==> src/design/csm_pkg.sv <==
// Shared types, codes and constants for the control surface mixer.
// No dependencies; every other design file imports this package.
`timescale 1ns / 1ps
`default_nettype none

package csm_pkg;

    typedef enum logic [3:0] {
        OP_THROTTLE      = 4'd0,
        OP_RUDDER        = 4'd1,
        OP_ELEVATOR      = 4'd2,
        OP_AILERON       = 4'd3,
        OP_ELEV_TRIM     = 4'd4,
        OP_AIL_TRIM      = 4'd5,
        OP_AIL_TRIM_CLR  = 4'd6,
        OP_ELEV_TRIM_CLR = 4'd7,
        OP_FLAPS         = 4'd8,
        OP_AIRBRAKE      = 4'd9,
        OP_SAFE_RESET    = 4'd10,
        OP_MS_TICK       = 4'd11
    } opcode_t;

    localparam int unsigned CFG_IDX_W  = 3;
    localparam int unsigned CFG_DATA_W = 16;

    typedef enum logic [CFG_IDX_W-1:0] {
        REG_TRIM_STEP    = 3'd0,
        REG_TRIM_LIMIT   = 3'd1,
        REG_FLAP_ANGLE   = 3'd2,
        REG_RUDDER_HALF  = 3'd3,
        REG_LINK_TIMEOUT = 3'd4
    } cfg_reg_t;

    localparam logic [7:0] ANGLE_MAX = 8'd180;
    localparam logic [7:0] NEUTRAL   = 8'd90;
    localparam logic [7:0] FLAP_BAND = 8'd10;

    // floor(p / 90) = (p * DIV90_MULT) >> DIV90_SHIFT, exact for p < 2**15
    localparam logic [14:0] DIV90_MULT  = 15'd23302;
    localparam int unsigned DIV90_SHIFT = 21;

    typedef struct packed {
        logic [6:0]  trim_incr;
        logic [6:0]  trim_max;
        logic [4:0]  flap_gain;
        logic [6:0]  rudder_half_range;
        logic [15:0] link_timeout_ms;
    } cfg_t;

    localparam cfg_t CFG_RESET = '{
        trim_incr:         7'd2,
        trim_max:          7'd20,
        flap_gain:         5'd10,
        rudder_half_range: 7'd45,
        link_timeout_ms:   16'd1000
    };

    // Rudder is held as value * half and the half range in force when set;
    // the divide by 90 happens on the output side.
    typedef struct packed {
        logic [7:0]        engine;
        logic [7:0]        roll;
        logic [7:0]        elevator;
        logic [14:0]       rud_prod;
        logic [6:0]        rud_half;
        logic signed [7:0] elev_trim;
        logic signed [7:0] ail_trim;
        logic [6:0]        flap;
        logic              airbrake;
    } surf_state_t;

    localparam surf_state_t SAFE_STATE = '{
        engine:    8'd0,
        roll:      8'd90,
        elevator:  8'd90,
        rud_prod:  15'd0,
        rud_half:  7'd0,
        elev_trim: 8'sd0,
        ail_trim:  8'sd0,
        flap:      7'd0,
        airbrake:  1'b0
    };

    typedef struct packed {
        logic [7:0] engine_angle;
        logic [7:0] left_aileron_angle;
        logic [7:0] right_aileron_angle;
        logic [7:0] left_elevator_angle;
        logic [7:0] right_elevator_angle;
        logic [7:0] rudder_angle;
        logic       from_timeout;
    } servo_t;

    function automatic logic [7:0] clamp_angle(input logic signed [13:0] x);
        logic [7:0] r;
        if (x < 14'sd0)
            r = 8'd0;
        else if (x > $signed({6'd0, ANGLE_MAX}))
            r = ANGLE_MAX;
        else
            r = x[7:0];
        return r;
    endfunction

endpackage

`default_nettype wire

==> src/design/csm_mix.sv <==
// Servo mixing: aileron/flap/airbrake mix, elevator inversion, rudder
// scaling by 1/90 and clamping to 0..180. Depends on csm_pkg.
`timescale 1ns / 1ps
`default_nettype none

module csm_mix import csm_pkg::*; (
    input  cfg_t        cfg,
    input  surf_state_t surf,
    input  logic        from_timeout,
    output servo_t      servo
);

    logic signed [13:0] roll_trim;
    logic signed [13:0] flap_deg;
    logic signed [13:0] left_mix, right_mix;
    logic signed [13:0] elev_sum;
    logic [29:0]        rud_scaled;
    logic [8:0]         rud_quot;
    logic signed [13:0] rud_pos;
    logic               near_neutral;

    always_comb
    begin
        roll_trim    = $signed({6'd0, surf.roll}) + 14'(surf.ail_trim);
        flap_deg     = $signed({2'b00, 12'({5'd0, surf.flap} * {7'd0, cfg.flap_gain})});
        near_neutral = surf.roll inside {[NEUTRAL - FLAP_BAND + 8'd1 : NEUTRAL + FLAP_BAND - 8'd1]};
        left_mix     = roll_trim;
        right_mix    = roll_trim;
        if (near_neutral)
        begin
            left_mix  = roll_trim + flap_deg;
            right_mix = roll_trim - flap_deg;
        end
        // airbrake drives both ailerons to full travel
        if (surf.airbrake)
        begin
            left_mix  = 14'sd0;
            right_mix = 14'sd0;
        end

        elev_sum = $signed({6'd0, surf.elevator}) + 14'(surf.elev_trim);

        rud_scaled = {15'd0, surf.rud_prod} * {15'd0, DIV90_MULT};
        rud_quot   = rud_scaled[DIV90_SHIFT +: 9];
        rud_pos    = $signed({6'd0, NEUTRAL}) + $signed({5'd0, rud_quot})
                   - $signed({7'd0, surf.rud_half});

        servo.engine_angle         = clamp_angle($signed({6'd0, surf.engine}));
        servo.left_aileron_angle   = clamp_angle($signed({6'd0, ANGLE_MAX}) - left_mix);
        servo.right_aileron_angle  = clamp_angle($signed({6'd0, ANGLE_MAX}) - right_mix);
        servo.left_elevator_angle  = clamp_angle(elev_sum);
        servo.right_elevator_angle = clamp_angle($signed({6'd0, ANGLE_MAX}) - elev_sum);
        servo.rudder_angle         = clamp_angle(rud_pos);
        servo.from_timeout         = from_timeout;
    end

endmodule

`default_nettype wire

==> config.mk <==
export PLATFORM = sky130hd
export DESIGN_NAME = csm_mix
export DESIGN_NICKNAME = d
export VERILOG_FILES = /design/src/design/csm_pkg.sv /design/src/design/csm_mix.sv
export SDC_FILE = /design/constraint.sdc
export NUM_CORES = 1
export LEC_CHECK = 0
export ABC_AREA = 1
export ABC_CLOCK_PERIOD_IN_PS = 27800
export BUFFER_PORTS_ARGS = -buffer_cell sky130_fd_sc_hd__buf_2
export CAP_MARGIN = 20
export CORE_UTILIZATION = 45
export DETAILED_ROUTE_END_ITERATION = 7
export PLACE_DENSITY = 0.67
export SKIP_LAST_GASP = 1
export SLEW_MARGIN = 25
export SYNTH_ARGS = -nofsm -noshare
export SYNTH_HDL_FRONTEND = slang
export SYNTH_SLANG_ARGS = --single-unit
==> constraint.sdc <==
create_clock -name vclk -period 27.8
set_clock_uncertainty 0.2 [all_clocks]
set_input_delay 5.56 -clock vclk [all_inputs]
set_output_delay 5.56 -clock vclk [all_outputs]
set_load 0.01 [all_outputs]
==> results.sh <==
export IMPL_start_util_pct=46.1
export IMPL_final_util_pct=50.4
export IMPL_layout_area_seq_um2=0
export IMPL_setup_viol_count_final=0
export IMPL_final_common_cell="inv_1"
export IMPL_path_common_cell="inv_1"
export IMPL_synth_area_mm2=0.00904
export IMPL_hold_ws_ps=10920
export IMPL_largest_net_degree_at_the_start_of_global_routing=23
export IMPL_drt_first_iter_violations=315
export IMPL_critical_path_peak_fanout=8
export IMPL_die_y_um=144
export IMPL_grt_pass1_wl_um=34200
export IMPL_grt_use_met2_pct=34.0
export IMPL_run_status="complete, no violations"
export IMPL_syn_avg_cell_area_um2=6.59
export IMPL_max_freq_mhz=54.8
export IMPL_num_vias=8391
export IMPL_syn_instance_count=1371
export IMPL_post_cts_resized_instances=0
export IMPL_hold_viol_final=0
export IMPL_critPathRequiredTime_ps=22040
export IMPL_cts_setup_buffers=0
export IMPL_timing_critical_path_arrival_ps=12480
export IMPL_hpwlAfterDp_um=18200
export IMPL_max_slew_margin_rel_pct=45.9
export IMPL_drtAntennaViolNets=0
export IMPL_leakage_nw=6.07
export IMPL_gp_routability_congestion=0.909
export IMPL_top_level_ports=162
export IMPL_number_of_global_route_vias_before_repair=7775
export IMPL_synthTopCellsByArea="ha_1, fa_1, inv_1"
export IMPL_syn_to_final_growth_pct=9.26
export IMPL_holdBufCountCts=0
export IMPL_path_class="primary input to primary output"
export IMPL_core_area_mm2=0.0196
export IMPL_critical_path_startpoint_type="primary input"
export IMPL_seq_area_frac_synth_pct=0
export IMPL_number_of_placement_rows=51
export IMPL_timing_max_transition_violations_final=0
export IMPL_netlist_cell_type_count=48
export IMPL_timing_max_cap_violations=0
export IMPL_viasPerCell=4.81
export IMPL_min_path_type="primary input to primary output"
export IMPL_dieArea_mm2=0.0207
export IMPL_fillCellCount=2036
export IMPL_power_per_cell_area_mw_per_mm2=99.5
export IMPL_wirelength_um=19900
export IMPL_critical_path_max_stage_delay_ps=540
export IMPL_critPathCaptureType="primary output"
export IMPL_synthDominantAreaCellType="ha_1"
export IMPL_post_route_fraction_of_the_period_consumed_by_the_critical_path_pct=65.6
export IMPL_rsz0062_at_grt="no"
export IMPL_antenna_diode_count=0
export IMPL_clkbuf_count=0
export IMPL_detail_route_wl_per_cell_um=11.4
export IMPL_mappedNetlistNets=1746
export IMPL_routing_usage_on_met3_pct=0.267
export IMPL_max_slew_worst_pin_slew_ps=811
export IMPL_post_route_min_period_ps=18240
export IMPL_mostFrequentLayoutCells="inv_1, nand2_1, ha_1"
export IMPL_netlist_area_leader_share_pct=26.9
export IMPL_seq_cell_count=0
export IMPL_die_width_um=144
export IMPL_grt_busiest_layer="met2"
export IMPL_antenna_found_initial=0
export IMPL_ys_warnings_count=0
export IMPL_cp_slowest_cell="fa_1"
export IMPL_setup_tns_final_ps=0
export IMPL_number_of_buffer_cells_added_on_primary_ports=123
export IMPL_drc=0
export IMPL_power_ir_vdd_worst_mv=0.110
export IMPL_grtUsageMet1_pct=29.2
export IMPL_drt_pass1_iter_count=5
export IMPL_fin_nets=1858
export IMPL_grt_total_usage_pct=19.8
export IMPL_ratio_of_cells_with_drive_above_1_in_the_final_layout_pct=13.9
export IMPL_gr_total_overflow=0
[worst paths after layout]
check,startpoint,end,cells after the start
worst max-delay path,surf[34],servo[3],34
worst min-delay path,from_timeout,servo[0],0
[per-stage QoR]
| step | worst slack (ps) | power [mW] | std cells | area, um2 |
|---|---|---|---|---|
| after floorplan | 10300 | 0.770 | 1371 | 9040 |
| after global placement | 9600 | 0.969 | 1746 | 9880 |
| after detailed placement | 9520 | 0.984 | 1746 | 9880 |
| after CTS | 9530 | 0.990 | 1746 | 9880 |
| after global routing | 9000 | 1.15 | 1746 | 9880 |
| final | 9560 | 0.982 | 1746 | 9880 |
[synth_stat cells, types with 2 or more instances]
cell	number
a21o_1	5
o21a_1	4
a21oi_1	68
buf_4	3
or2_2	2
ha_1	194
o21bai_1	5
o21ai_1	4
buf_12	2
nand3b_1	11
inv_1	313
nor2_2	12
a21oi_2	4
nor2_1	80
nand2_4	5
nand3_2	16
o21ai_0	35
a31oi_1	3
xnor2_1	18
nand3_1	101
inv_2	8
o211ai_1	2
buf_2	5
nand2_1	307
a21oi_4	2
clkinv_1	2
nor4_1	3
xor2_1	21
nand4_1	15
fa_1	68
nor3_1	11
nand2_2	21
nor2_4	6
[metal layers]
| metal | share of wire, % | up-vias |
|---|---|---|
| li1 | - | 4528 |
| met1 | 53 | 3715 |
| met2 | 44 | 148 |
| met3 | 3.0 | 0 |
| met4 | 0 | 0 |
| met5 | 0 | - |
[worst max-delay path: cells and delay by family]
family | cells | cell delay (ps)
adder cells (fa/ha/maj) | 9 | 3840
AO/OA/AOI/OAI | 8 | 1330
AND/OR/NAND/NOR | 7 | 980
buffers and inverters | 8 | 580
XOR/XNOR | 2 | 180
[layout make-up]
type	count	area (um2)	area share [%]
Inverter	323	1210	12.3
Timing Repair Buffer	123	616	6.23
Tap cell	265	332	3.36
Multi-Input combinational cell	1035	7720	78.1
[cell families (layout without fill, tap and decap cells)]
family,count (synthesis),in the layout,synth area share (%)
adder cells (fa/ha/maj),262,262,41.9
AO/OA/AOI/OAI,137,137,8.69
buffers and inverters,336,446,14.6
AND/OR/NAND/NOR,596,596,30.8
XOR/XNOR,40,40,3.96
[power by group]
part	internal [mW]	total (mW)	switching (mW)	leakage, nW
Sequential	0	0	0	0
Clock	0	0	0	0
Combinational	0.392	0.982	0.591	6.07
Total	0.392	0.982	0.591	6.07
No activity file was read; power rests on OpenSTA's default activity.
