===== src/design/csm_pkg.sv =====
// Shared types, codes and constants for the control surface mixer.
// No dependencies; every other design file imports this package.
`timescale 1ns / 1ps
`default_nettype none

package csm_pkg;

    typedef enum logic [3:0] {
        OP_THROTTLE      = 4'd0,
        OP_RUDDER        = 4'd1,
        OP_ELEVATOR      = 4'd2,
        OP_AILERON       = 4'd3,
        OP_ELEV_TRIM     = 4'd4,
        OP_AIL_TRIM      = 4'd5,
        OP_AIL_TRIM_CLR  = 4'd6,
        OP_ELEV_TRIM_CLR = 4'd7,
        OP_FLAPS         = 4'd8,
        OP_AIRBRAKE      = 4'd9,
        OP_SAFE_RESET    = 4'd10,
        OP_MS_TICK       = 4'd11
    } opcode_t;

    localparam int unsigned CFG_IDX_W  = 3;
    localparam int unsigned CFG_DATA_W = 16;

    typedef enum logic [CFG_IDX_W-1:0] {
        REG_TRIM_STEP    = 3'd0,
        REG_TRIM_LIMIT   = 3'd1,
        REG_FLAP_ANGLE   = 3'd2,
        REG_RUDDER_HALF  = 3'd3,
        REG_LINK_TIMEOUT = 3'd4
    } cfg_reg_t;

    localparam logic [7:0] ANGLE_MAX = 8'd180;
    localparam logic [7:0] NEUTRAL   = 8'd90;
    localparam logic [7:0] FLAP_BAND = 8'd10;

    // floor(p / 90) = (p * DIV90_MULT) >> DIV90_SHIFT, exact for p < 2**15
    localparam logic [14:0] DIV90_MULT  = 15'd23302;
    localparam int unsigned DIV90_SHIFT = 21;

    typedef struct packed {
        logic [6:0]  trim_incr;
        logic [6:0]  trim_max;
        logic [4:0]  flap_gain;
        logic [6:0]  rudder_half_range;
        logic [15:0] link_timeout_ms;
    } cfg_t;

    localparam cfg_t CFG_RESET = '{
        trim_incr:         7'd2,
        trim_max:          7'd20,
        flap_gain:         5'd10,
        rudder_half_range: 7'd45,
        link_timeout_ms:   16'd1000
    };

    // Rudder is held as value * half and the half range in force when set;
    // the divide by 90 happens on the output side.
    typedef struct packed {
        logic [7:0]        engine;
        logic [7:0]        roll;
        logic [7:0]        elevator;
        logic [14:0]       rud_prod;
        logic [6:0]        rud_half;
        logic signed [7:0] elev_trim;
        logic signed [7:0] ail_trim;
        logic [6:0]        flap;
        logic              airbrake;
    } surf_state_t;

    localparam surf_state_t SAFE_STATE = '{
        engine:    8'd0,
        roll:      8'd90,
        elevator:  8'd90,
        rud_prod:  15'd0,
        rud_half:  7'd0,
        elev_trim: 8'sd0,
        ail_trim:  8'sd0,
        flap:      7'd0,
        airbrake:  1'b0
    };

    typedef struct packed {
        logic [7:0] engine_angle;
        logic [7:0] left_aileron_angle;
        logic [7:0] right_aileron_angle;
        logic [7:0] left_elevator_angle;
        logic [7:0] right_elevator_angle;
        logic [7:0] rudder_angle;
        logic       from_timeout;
    } servo_t;

    function automatic logic [7:0] clamp_angle(input logic signed [13:0] x);
        logic [7:0] r;
        if (x < 14'sd0)
            r = 8'd0;
        else if (x > $signed({6'd0, ANGLE_MAX}))
            r = ANGLE_MAX;
        else
            r = x[7:0];
        return r;
    endfunction

endpackage

`default_nettype wire


===== src/design/csm_state.sv =====
// Command state of the mixer: config registers, surface commands, trims,
// link-loss counter and the pending-write flag. Depends on csm_pkg.
`timescale 1ns / 1ps
`default_nettype none

module csm_state import csm_pkg::*; (
    input  logic                  clk,
    input  logic                  rst_n,
    input  logic                  accept,
    input  logic [3:0]            opcode,
    input  logic [7:0]            value,
    input  logic signed [1:0]     trim_direction,
    input  logic                  airbrake_on,
    input  logic                  cfg_we,
    input  logic [CFG_IDX_W-1:0]  cfg_index,
    input  logic [CFG_DATA_W-1:0] cfg_data,
    input  logic                  load,
    output cfg_t                  cfg,
    output surf_state_t           surf,
    output logic                  pend,
    output logic                  pend_timeout
);

    cfg_t        cfg_reg;
    surf_state_t surf_reg, surf_next;
    logic        link_reg, link_next;
    logic [15:0] ms_reg, ms_next;
    logic        pend_reg, pend_to_reg;
    logic        emit, emit_to;
    logic [15:0] ms_inc;
    logic        set_ok;

    function automatic logic signed [7:0] trim_update(
        input logic signed [7:0] trim,
        input logic signed [1:0] dir,
        input logic [6:0]        step,
        input logic [6:0]        lim
    );
        logic signed [8:0] sum;
        logic signed [8:0] lim_s;
        logic signed [8:0] r;
        lim_s = $signed({2'b00, lim});
        sum   = {trim[7], trim};
        if (dir > 2'sd0)
            sum = sum + $signed({2'b00, step});
        else if (dir < 2'sd0)
            sum = sum - $signed({2'b00, step});
        if (sum > lim_s)
            r = lim_s;
        else if (sum < -lim_s)
            r = -lim_s;
        else
            r = sum;
        return r[7:0];
    endfunction

    assign ms_inc = (ms_reg == 16'hFFFF) ? ms_reg : ms_reg + 16'd1;
    assign set_ok = (value <= ANGLE_MAX);

    always_comb
    begin
        surf_next = surf_reg;
        link_next = link_reg;
        ms_next   = ms_reg;
        emit      = 1'b0;
        emit_to   = 1'b0;
        case (opcode)
            OP_THROTTLE, OP_RUDDER, OP_ELEVATOR, OP_AILERON:
            begin
                // drop out-of-range set commands entirely
                if (set_ok)
                begin
                    case (opcode)
                        OP_THROTTLE: surf_next.engine = value;
                        OP_RUDDER:
                        begin
                            surf_next.rud_prod = 15'({7'd0, value}
                                               * {8'd0, cfg_reg.rudder_half_range});
                            surf_next.rud_half = cfg_reg.rudder_half_range;
                        end
                        OP_ELEVATOR: surf_next.elevator = value;
                        default:     surf_next.roll = value;
                    endcase
                    link_next = 1'b1;
                    ms_next   = 16'd0;
                    emit      = 1'b1;
                end
            end
            OP_ELEV_TRIM:
                surf_next.elev_trim = trim_update(surf_reg.elev_trim, trim_direction,
                                                  cfg_reg.trim_incr, cfg_reg.trim_max);
            OP_AIL_TRIM:
            begin
                if (trim_direction != 2'sd0)
                    surf_next.ail_trim = trim_update(surf_reg.ail_trim, trim_direction,
                                                     cfg_reg.trim_incr, cfg_reg.trim_max);
            end
            OP_AIL_TRIM_CLR:  surf_next.ail_trim = 8'sd0;
            OP_ELEV_TRIM_CLR: surf_next.elev_trim = 8'sd0;
            OP_FLAPS:
                surf_next.flap = (value > {1'b0, cfg_reg.trim_max}) ? cfg_reg.trim_max
                                                                   : value[6:0];
            OP_AIRBRAKE:      surf_next.airbrake = airbrake_on;
            OP_SAFE_RESET:
            begin
                surf_next = SAFE_STATE;
                emit      = 1'b1;
            end
            OP_MS_TICK:
            begin
                ms_next = ms_inc;
                if (link_reg && (ms_inc > cfg_reg.link_timeout_ms))
                begin
                    surf_next = SAFE_STATE;
                    link_next = 1'b0;
                    emit      = 1'b1;
                    emit_to   = 1'b1;
                end
            end
            default: ;
        endcase
    end

    always_ff @(posedge clk or negedge rst_n)
    begin
        if (!rst_n)
        begin
            cfg_reg     <= CFG_RESET;
            surf_reg    <= SAFE_STATE;
            link_reg    <= 1'b0;
            ms_reg      <= 16'd0;
            pend_reg    <= 1'b0;
            pend_to_reg <= 1'b0;
        end
        else
        begin
            if (cfg_we)
            begin
                case (cfg_index)
                    REG_TRIM_STEP:    cfg_reg.trim_incr         <= cfg_data[6:0];
                    REG_TRIM_LIMIT:   cfg_reg.trim_max          <= cfg_data[6:0];
                    REG_FLAP_ANGLE:   cfg_reg.flap_gain         <= cfg_data[4:0];
                    REG_RUDDER_HALF:  cfg_reg.rudder_half_range <= cfg_data[6:0];
                    REG_LINK_TIMEOUT: cfg_reg.link_timeout_ms   <= cfg_data;
                    default: ;
                endcase
            end
            if (accept)
            begin
                surf_reg    <= surf_next;
                link_reg    <= link_next;
                ms_reg      <= ms_next;
                pend_reg    <= emit;
                pend_to_reg <= emit_to;
            end
            else if (load)
            begin
                pend_reg <= 1'b0;
            end
        end
    end

    assign cfg          = cfg_reg;
    assign surf         = surf_reg;
    assign pend         = pend_reg;
    assign pend_timeout = pend_to_reg;

endmodule

`default_nettype wire


===== config.mk =====
export PLATFORM = sky130hd
export DESIGN_NAME = csm_state
export DESIGN_NICKNAME = d
export VERILOG_FILES = /design/src/design/csm_pkg.sv /design/src/design/csm_state.sv
export SDC_FILE = /design/constraint.sdc
export NUM_CORES = 1
export LEC_CHECK = 0
export ABC_AREA = 1
export BUFFER_PORTS_ARGS = -buffer_cell sky130_fd_sc_hd__buf_2
export CORE_ASPECT_RATIO = 2
export CORE_MARGIN = 5
export CORE_UTILIZATION = 55
export DETAILED_ROUTE_END_ITERATION = 16
export GPL_TIMING_DRIVEN = 0
export PLACE_DENSITY = 0.77
export SYNTH_ARGS = -nofsm -noshare
export SYNTH_HDL_FRONTEND = slang
export SYNTH_SLANG_ARGS = --single-unit

===== constraint.sdc =====
create_clock -name clk -period 10.8 [get_ports clk]
set_input_delay 1.62 -clock clk [delete_from_list [all_inputs] [get_ports clk]]
set_output_delay 1.62 -clock clk [all_outputs]
set_load 0.01 [all_outputs]

==> results of run 1 <==
[where the power goes]
part           switching [uW]  total, uW  internal, uW
combinational            1170       1840           665
clock                     240        613           373
sequential                126        747           621
total                    1540       3200          1660
[synth_stat cells, types with 2 or more instances]
| cell type | instances |
|---|---|
| xnor2_1 | 7 |
| nand3_1 | 88 |
| nor3_2 | 2 |
| dfrtp_1 | 108 |
| buf_6 | 3 |
| o21ai_1 | 21 |
| a21boi_0 | 2 |
| o21ai_2 | 6 |
| o21ai_0 | 108 |
| o21bai_1 | 2 |
| buf_2 | 19 |
| ha_1 | 116 |
| xor2_1 | 23 |
| nor2_4 | 3 |
| nor3_1 | 10 |
| a21oi_1 | 71 |
| clkbuf_1 | 19 |
| nor2_1 | 89 |
| o31ai_1 | 3 |
| nor4_1 | 3 |
| o22ai_1 | 9 |
| nand2_2 | 8 |
| or2_2 | 5 |
| nand2_1 | 441 |
| fa_1 | 33 |
| o21a_1 | 3 |
| nand3b_1 | 6 |
| buf_4 | 4 |
| inv_1 | 251 |
| nand4_1 | 24 |
| a21o_1 | 2 |
| dfstp_2 | 23 |
| nor2_2 | 2 |
| inv_2 | 6 |
| nand2_4 | 3 |
[how the worst max path moves through the flow]
| stage | slack (ns) | to |
|---|---|---|
| finish | 5.12 | surf[43] |
| global route | 4.89 | surf[43] |
| CTS | 5.19 | surf[43] |
| detailed placement | 4.74 | surf[43] |
| global placement | 4.78 | surf[43] |
| floorplan | 5.50 | surf[43] |
[critical path, delay by kind of cell]
family | cells | cell delay, ns
buffers and inverters | 6 | 0.97
AND/OR/NAND/NOR | 5 | 0.34
XOR/XNOR | 1 | 0.19
AO/OA/AOI/OAI | 3 | 0.55
adder cells (fa/ha/maj) | 5 | 2.32
[cells by family after synthesis]
family / count (synthesis)
AO/OA/AOI/OAI: 233
XOR/XNOR: 30
adder cells (fa/ha/maj): 149
buffers and inverters: 302
flip-flops: 131
AND/OR/NAND/NOR: 688
[per-layer routing]
metal,vias up,global-route usage [%],part of all wire [%]
li1,5219,-,-
met1,5075,30.07,34
met2,365,56.56,55
met3,110,5.333,5.5
met4,0,17.94,5.9
met5,-,0,0
[layout by cell type (no fill, tap or decap), types with 2 or more instances in the layout]
cell        instances
nor3_1             10
o21ai_2             6
dfrtp_1           108
inv_1             251
o31ai_1             3
or2_2               5
a21oi_1            71
buf_6               4
clkbuf_1           20
clkbuf_16          17
a21o_1              2
nand3_1            88
nand3b_1            6
o21ai_1            21
nor2_2              2
bufinv_16           3
xnor2_1             7
o21ai_0           108
o21a_1              3
inv_6               3
buf_2             168
nand2_2             8
ha_1              116
nor3_2              2
buf_4               4
inv_2               6
nand2_1           441
clkinvlp_4          3
o22ai_1             9
xor2_1             23
dfstp_2            23
o21bai_1            2
fa_1               33
nand4_1            24
nor2_4              3
nand2_4             3
nor2_1             89
clkinv_4            2
nor4_1              3
a21boi_0            2
[area by class of cell]
class | instances | area [sq um]
diodes | 1 | 2.502
plain buffers | 45 | 230.2
clock buffers | 19 | 442.9
clock inverters | 13 | 172.7
fillers | 1832 | 7041
inverters | 257 | 964.7
multi-input cells | 1100 | 6548
flip-flops and latches | 131 | 3307
well taps | 262 | 327.8
repair buffers | 151 | 784.5
[stage by stage]
stage | util (%) | instance area (sq um)
after floorplan | - | 11050
after global placement | 61.19 | 12130
after detailed placement | 61.36 | 12160
after CTS | 64.47 | 12780
after global routing | 64.48 | 12780
final | 64.48 | 12780
==> metrics.txt, run 1 <==
outcome=finished, final reports clean; Synth Instances=approximately 1500; Critical Path RT=~11 ns; Mapped Area=about 11000 sq um; VDD IR max=195.9 uV; Routed Antenna Nets=0; GRT Residual Overflow=0; IO buf count=150; placed cells=between 1500 and 2000; vias in the first global route=11170; static leakage=0.007356 uW; Post-CTS Setup Bufs=0; wire per inst=17.25 um; first drt pass iteration count=7; multiplexer area fraction after synthesis=0%; worst-margin pin slew=0.7676 ns; TritonCTS clock tree=done; clock sink count=between 100 and 150; Die Width=110.2 um; Async SR Flop Fraction=100.0%; arrival time at the worst endpoint=6.00 ns; number of synthesized register bits=approximately 130; core region area=19820 sq um; Worst path slowest cell=clkbuf_1; hold path cells=2; critical path class=in -> reg; initial antenna violation count=1; H-Tree Depth=4; Max Root-Sink Buffers=2; initial DRC count=613; I/O Pins=153; dominant synthesized flop cell=dfrtp_1; Area Growth Syn to Fin=15.66%; detailed-placement wirelength estimate=27410 um; final wirelength=34150 um; R2R Path Start=cfg[21]; period utilization=52.56%; nets=1891; CP peak stage delay=0.58 ns; FP Rows=73; Via density=5.442; Mapped Nets=1721; Min Hold Slack=0.4763 ns; Syn Area/Cell=7.208 sq um; fin cells=roughly 2000; via count=roughly 11000; Worst Hold Endpoint=surf[41]; crit path max fanout=10; Seq/Total Area, Yosys=29.93%; Reg2Reg Setup Slack=5.91 ns; max FFs per register=70; Hold Violations, Final=0; worst reg2reg path depth=19; max-slew violation count=0; Post-CTS Hold Fix Bufs=0; Total Power=3195 uW; Post-Synth Adder-Cell Area=between 10% and 20%; TritonCTS Buffers=17; crit path from=value[6]; Worst setup SP type=input pin; worst min-delay path category=reg -> reg; clock root buffer master=clkbuf_16; Clock Skews=about 0.014 ns; Setup Slack @ Placement=about 4.7 ns; clk slew on worst S/H paths=around 0.05 ns; largest net degree at the start of global routing=103; Initial Util=55.75%; relative slew slack=48.83%; pwr dens=250.0 nW/um^2; Total Routing Usage GR=between 30 and 40%; DIE AREA=approximately 23000 sq um; min-delay src=surf[41]; cts repair resizes=0; nature of the critical path endpoint=flop; Clock Latency Late Sink=0.44 ns; gpl congestion=0.9577; Worst R2R End=surf[43]; Max Clk Rate=176.2 MHz; setup ws final=5.124 ns; yosys warns=0; worst path cell trace=buf_2 > clkbuf_1 > nand2_1 > inv_1 > fa_1 > fa_1 > fa_1 > inv_1 > fa_1 > inv_1 > ha_1 > a21oi_1 > o21ai_0 > inv_1 > nand2_1 > a21oi_1 > xor2_1 > nor2_1 > nand2_1 > nand2_1; largest family of logic cells by synthesized area=simple AND/OR/NAND/NOR gates; Final min period=roughly 5.7 ns; share of the synthesized area in the top cell type=24.46%; Compound-Gate Fraction of Synth Area=between 10% and 20%; Post-Synth XOR/XNOR Area=roughly 2.4%; RSZ-0062 raised after global routing=false; Synth cell types=45; setup_tns=0 ns; Area contributors post-synth=dfrtp_1, nand2_1, ha_1; layout cells sized above 1=15.68%; Synth Area in Simple Gates=a little over a quarter; final setup vio count=0; first-pass GRT wire length=54450 um; Post-synth EDFFs=0; post-synth top area cell=dfrtp_1; DIE HEIGHT=210.5 um; Remaining DRCs=0; # Max-Cap Violations=0
(Power assumes the default switching activity.)
==> inputs of run 2 (changes only) <==
- CORE_UTILIZATION: 55 -> 54
- PLACE_DENSITY: 0.77 -> 0.79
- clock period: 10.8 -> 4.96 ns (I/O delays scaled with it)
==> run 2 against run 1 <==
Sequential power grew 120%; utilization fell by 1.7 points; die area up 1.7%; final area decreased by 0.40%; via count fell by 0.15%; combinational power increased by 110%; critical path type unchanged; largest cell class unchanged.
==> metrics.txt, run 2 (synthesized netlist as in run 1, its figures left out) <==
FP Rows=74; first-pass GRT wire length=54410 um; RSZ-0062 raised after global routing=false; clock share of power=17.8%; worst min-delay path category=in -> async; TritonCTS Buffers=17; worst-margin pin slew=0.6369 ns; max FFs per register=70; Area Growth Syn to Fin=15.20%; I/O Pins=between 150 and 200; largest net degree at the start of global routing=~100; nature of the critical path endpoint=flop; sequential power share=24.1%; relative slew slack=a little under three fifths; Pint=around 3500 uW; most common cell after layout, fill and taps aside=nand2_1; initial antenna violation count=1; H-Tree Depth=4; TritonCTS clock tree=done; Clock Latency Late Sink=0.44 ns; Max Clk Rate=approximately 210 MHz; Hold Violations, Final=0; Initial Util=54.49%; IO buf count=150; static leakage=0.007329 uW; Remaining DRCs=0; nets=1888; period utilization=94.48%; max-slew violation count=0; Final min period=about 4.7 ns; detailed-placement wirelength estimate=27260 um; fin cells=1980; Max Root-Sink Buffers=2; Gate power share=just under 60%; pwr dens=around 530 nW/um^2; NetSw=3297 uW; Worst setup SP type=input pin; clock root buffer master=clkbuf_16; clk slew on worst S/H paths=~0.060 ns; Via density=5.431; setup_tns=0 ns; # Max-Cap Violations=0; Die Width=111.1 um; DIE HEIGHT=between 200 and 250 um; clock sink count=131; Total Routing Usage GR=between 20% and 30%; vias in the first global route=11220; critical path class=in -> reg; Reg2Reg Setup Slack=0.32 ns; arrival time at the worst endpoint=about 5 ns; initial DRC count=636; Post-CTS Hold Fix Bufs=0; first drt pass iteration count=6; cts repair resizes=0; gpl congestion=0.9651; Post-CTS Setup Bufs=0; final wirelength=33860 um; final setup vio count=0; VDD IR max=about 350 uV; DIE AREA=23600 sq um; layout cells sized above 1=15.76%; most frequent cells in the layout=nand2_1, inv_1, buf_2; wire per inst=17.10 um; core region area=20280 sq um; via count=approximately 11000; GRT Residual Overflow=0; Clock Skews=0.007836 ns; Routed Antenna Nets=0; Sw Share=between 40% and 50%; Critical Path RT=5.29 ns; placed cells=1950; outcome=finished, final reports clean; crit path max fanout=10
run 2: cell types whose count changed in the layout (fill, tap and decap cells not counted), sizes merged:
cell	delta
clkbuf	-4
clkinv	+4
bufinv	-2
inv	-2
clkinvlp	+1
run 2: layer usage:
| metal | GRT usage [%] | vias up | routed length [um] |
|---|---|---|---|
| met5 | 0 | - | 0 |
| met4 | 26.25 | 0 | 3492 |
| met2 | 53.69 | 390 | 17760 |
| met1 | 26.84 | 4969 | 11050 |
| li1 | - | 5209 | - |
| met3 | 5.269 | 185 | 1560 |
run 2: final timing paths:
check,from,to,cells past startpoint
min,rst_n,cfg[12],1
min reg2reg,surf[50],surf[50],2
max in group asynchronous,rst_n,surf[57],2
max,value[6],surf[43],20
max reg2reg,cfg[17],surf[43],19
min in group clk,surf[50],surf[50],2
run 2: power by group through the flow:
| stage | sequential [uW] | combinational (uW) | clock, uW |
|---|---|---|---|
| after floorplan | 1680 | 2730 | 0 |
| after global placement | 1630 | 3800 | 0 |
| after detailed placement | 1630 | 3900 | 0 |
| after CTS | 1620 | 3940 | 1230 |
| after global routing | 1670 | 4480 | 1270 |
| final | 1640 | 3950 | 1210 |
run 2: final cells by class:
type	instances	area, sq um
antenna	1	2.502
buffer	42	219.0
clock buffer	18	439.2
clock inverter	14	131.4
fill	1825	7548
inverter	257	964.7
multi-input combinational	1100	6548
sequential	131	3307
tap	266	332.8
timing repair buffer	151	784.5
run 2: critical path, cell delays in order:
cell	delay [ns]
buf_2	0.10
clkbuf_1	0.49
nand2_1	0.10
inv_1	0.09
fa_1	0.42
fa_1	0.49
fa_1	0.56
inv_1	0.06
fa_1	0.53
inv_1	0.04
ha_1	0.34
a21oi_1	0.20
o21ai_0	0.16
inv_1	0.09
nand2_1	0.08
a21oi_1	0.16
xor2_1	0.17
nor2_1	0.05
nand2_1	0.07
nand2_1	0.05
run 2: per-stage QoR:
stage	hold slack (ns)	utilization, %	power, uW	instance area [sq um]	setup WS [ns]
floorplan	0.4484	-	4404	11050	0.5408
global placement	0.4609	59.84	5424	12130	-0.1371
detailed placement	0.4599	60.00	5532	12170	-0.1346
CTS	0.1704	62.82	6786	12740	0.1444
global route	0.1856	62.77	7430	12730	0.06000
finish	0.1790	62.77	6796	12730	0.2738
==> inputs of run 3 (changes only) <==
- CAP_MARGIN: default -> 20
- CORE_ASPECT_RATIO: 2 -> 1.5
==> run 3 against run 2 <==
Clock power grew 9.9%; clock skew increased by 0.0069 ns; worst setup slack lost 0.072 ns; critical path type is now reg -> reg.
==> metrics.txt, run 3 (synthesized netlist as in run 1, its figures left out) <==
cts repair resizes=0; Worst setup SP type=flop; DIE AREA=23480 sq um; Total Routing Usage GR=27.15%; period utilization=a little over nine tenths; GRT Residual Overflow=0; final wirelength=32010 um; Critical Path RT=5.27 ns; clk slew on worst S/H paths=0.06 ns; first-pass GRT wire length=51240 um; FP Rows=64; DIE HEIGHT=about 190 um; static leakage=0.007356 uW; max-slew violation count=0; Final min period=4.759 ns; outcome=finished, final reports clean; worst min-delay path category=in -> async; Routed Antenna Nets=0; most frequent cells in the layout=nand2_1, inv_1, buf_2; initial DRC count=702; via count=10620; Remaining DRCs=0; nets=approximately 1900; first drt pass iteration count=5; VDD IR max=396.5 uV; final core occ=between 60% and 70%; initial antenna violation count=1; Setup Slack @ Placement=-0.1112 ns; layout cells sized above 1=15.71%; Post-CTS Setup Bufs=0; core region area=20260 sq um; RSZ-0062 raised after global routing=false; IO buf count=150; TritonCTS Buffers=17; worst-margin pin slew=between 0.6 and 0.7 ns; Post-CTS Hold Fix Bufs=0; clock sink count=roughly 130; critical path class=reg -> reg; gpl congestion=around 0.95; nature of the critical path endpoint=flop; I/O Pins=153; most common cell after layout, fill and taps aside=nand2_1; final setup vio count=0; setup ws final=0.2014 ns; setup_tns=0 ns; crit path max fanout=10; fin area=12770 sq um; DP Area=12160 sq um; Max Clk Rate=between 200 and 250 MHz; max FFs per register=70; wire per inst=16.19 um; Max Root-Sink Buffers=2; # Max-Cap Violations=0; H-Tree Depth=4; clock root buffer master=clkbuf_16; relative slew slack=56.36%; Die Width=approximately 130 um; Area Growth Syn to Fin=15.56%; Via density=approximately 5.4; detailed-placement wirelength estimate=25650 um; TritonCTS clock tree=done; pwr dens=approximately 540 nW/um^2; largest net degree at the start of global routing=88; arrival time at the worst endpoint=5.06 ns; vias in the first global route=10650; Clock Latency Late Sink=0.42 ns; Clock Skews=0.01477 ns; Initial Util=between 50% and 60%; Hold Violations, Final=0
[run 3: changes by cell type in the layout (fill, tap and decap cells not counted)]
cell | previous run | this run
bufinv_16 | 1 | 3
clkinv_2 | 2 | 1
clkinv_4 | 5 | 2
clkinvlp_4 | 4 | 2
inv_6 | 2 | 4
inv_8 | 0 | 1
[run 3: power breakdown]
group          internal [uW]  leakage, uW  switching (uW)
clock                    815     0.000297             512
combinational           1440      0.00543            2460
sequential              1350      0.00163             291
total                   3610      0.00736            3260
[run 3: critical path, cell delays in order (launching register included)]
cell      delay [ns]
dfstp_2         0.53
clkbuf_1        0.41
nand2_1         0.11
inv_1           0.09
fa_1            0.41
fa_1            0.49
fa_1            0.57
inv_1           0.07
fa_1            0.55
inv_1           0.05
ha_1            0.34
a21oi_1         0.21
o21ai_0         0.17
inv_1           0.08
nand2_1         0.08
a21oi_1         0.16
xor2_1          0.16
nor2_1          0.05
nand2_1         0.06
nand2_1         0.05
[run 3: metrics by stage]
step	hold slack, ns	cells	total power, uW
detailed placement	0.4605	1948	5494
global route	0.2713	1977	7514
CTS	0.2502	1980	6862
floorplan	0.4484	1533	4404
finish	0.2397	1977	6871
global placement	0.4586	1947	5394
[run 3: path summary, 6_finish.rpt]
check	depth (start not counted)	from	slack (ns)	endpoint
worst max-delay path	19	cfg[19]	0.20	surf[43]
worst min-delay path	1	rst_n	0.24	cfg[15]
worst max register to register	19	cfg[19]	0.20	surf[43]
worst min register to register	2	surf[47]	0.47	surf[47]
max in group asynchronous	2	rst_n	3.93	cfg[21]
min in group clk	2	surf[47]	0.47	surf[47]
[run 3: area by class of cell]
| cell class | instances | area [sq um] |
|---|---|---|
| repair buffers | 151 | 784.5 |
| clock buffers | 19 | 442.9 |
| multi-input cells | 1100 | 6548 |
| inverters | 257 | 964.7 |
| well taps | 264 | 330.3 |
| plain buffers | 41 | 215.2 |
| fillers | 1837 | 7491 |
| flip-flops and latches | 131 | 3307 |
| diodes | 1 | 2.502 |
| clock inverters | 13 | 173.9 |
[run 3: per-layer routing]
metal | vias to the layer above | routed length [um] | track usage (%)
li1 | 5204 | - | -
met1 | 4936 | 11990 | 29.14
met2 | 365 | 16650 | 50.55
met3 | 112 | 1769 | 4.962
met4 | 0 | 1598 | 13.70
met5 | - | 0 | 0
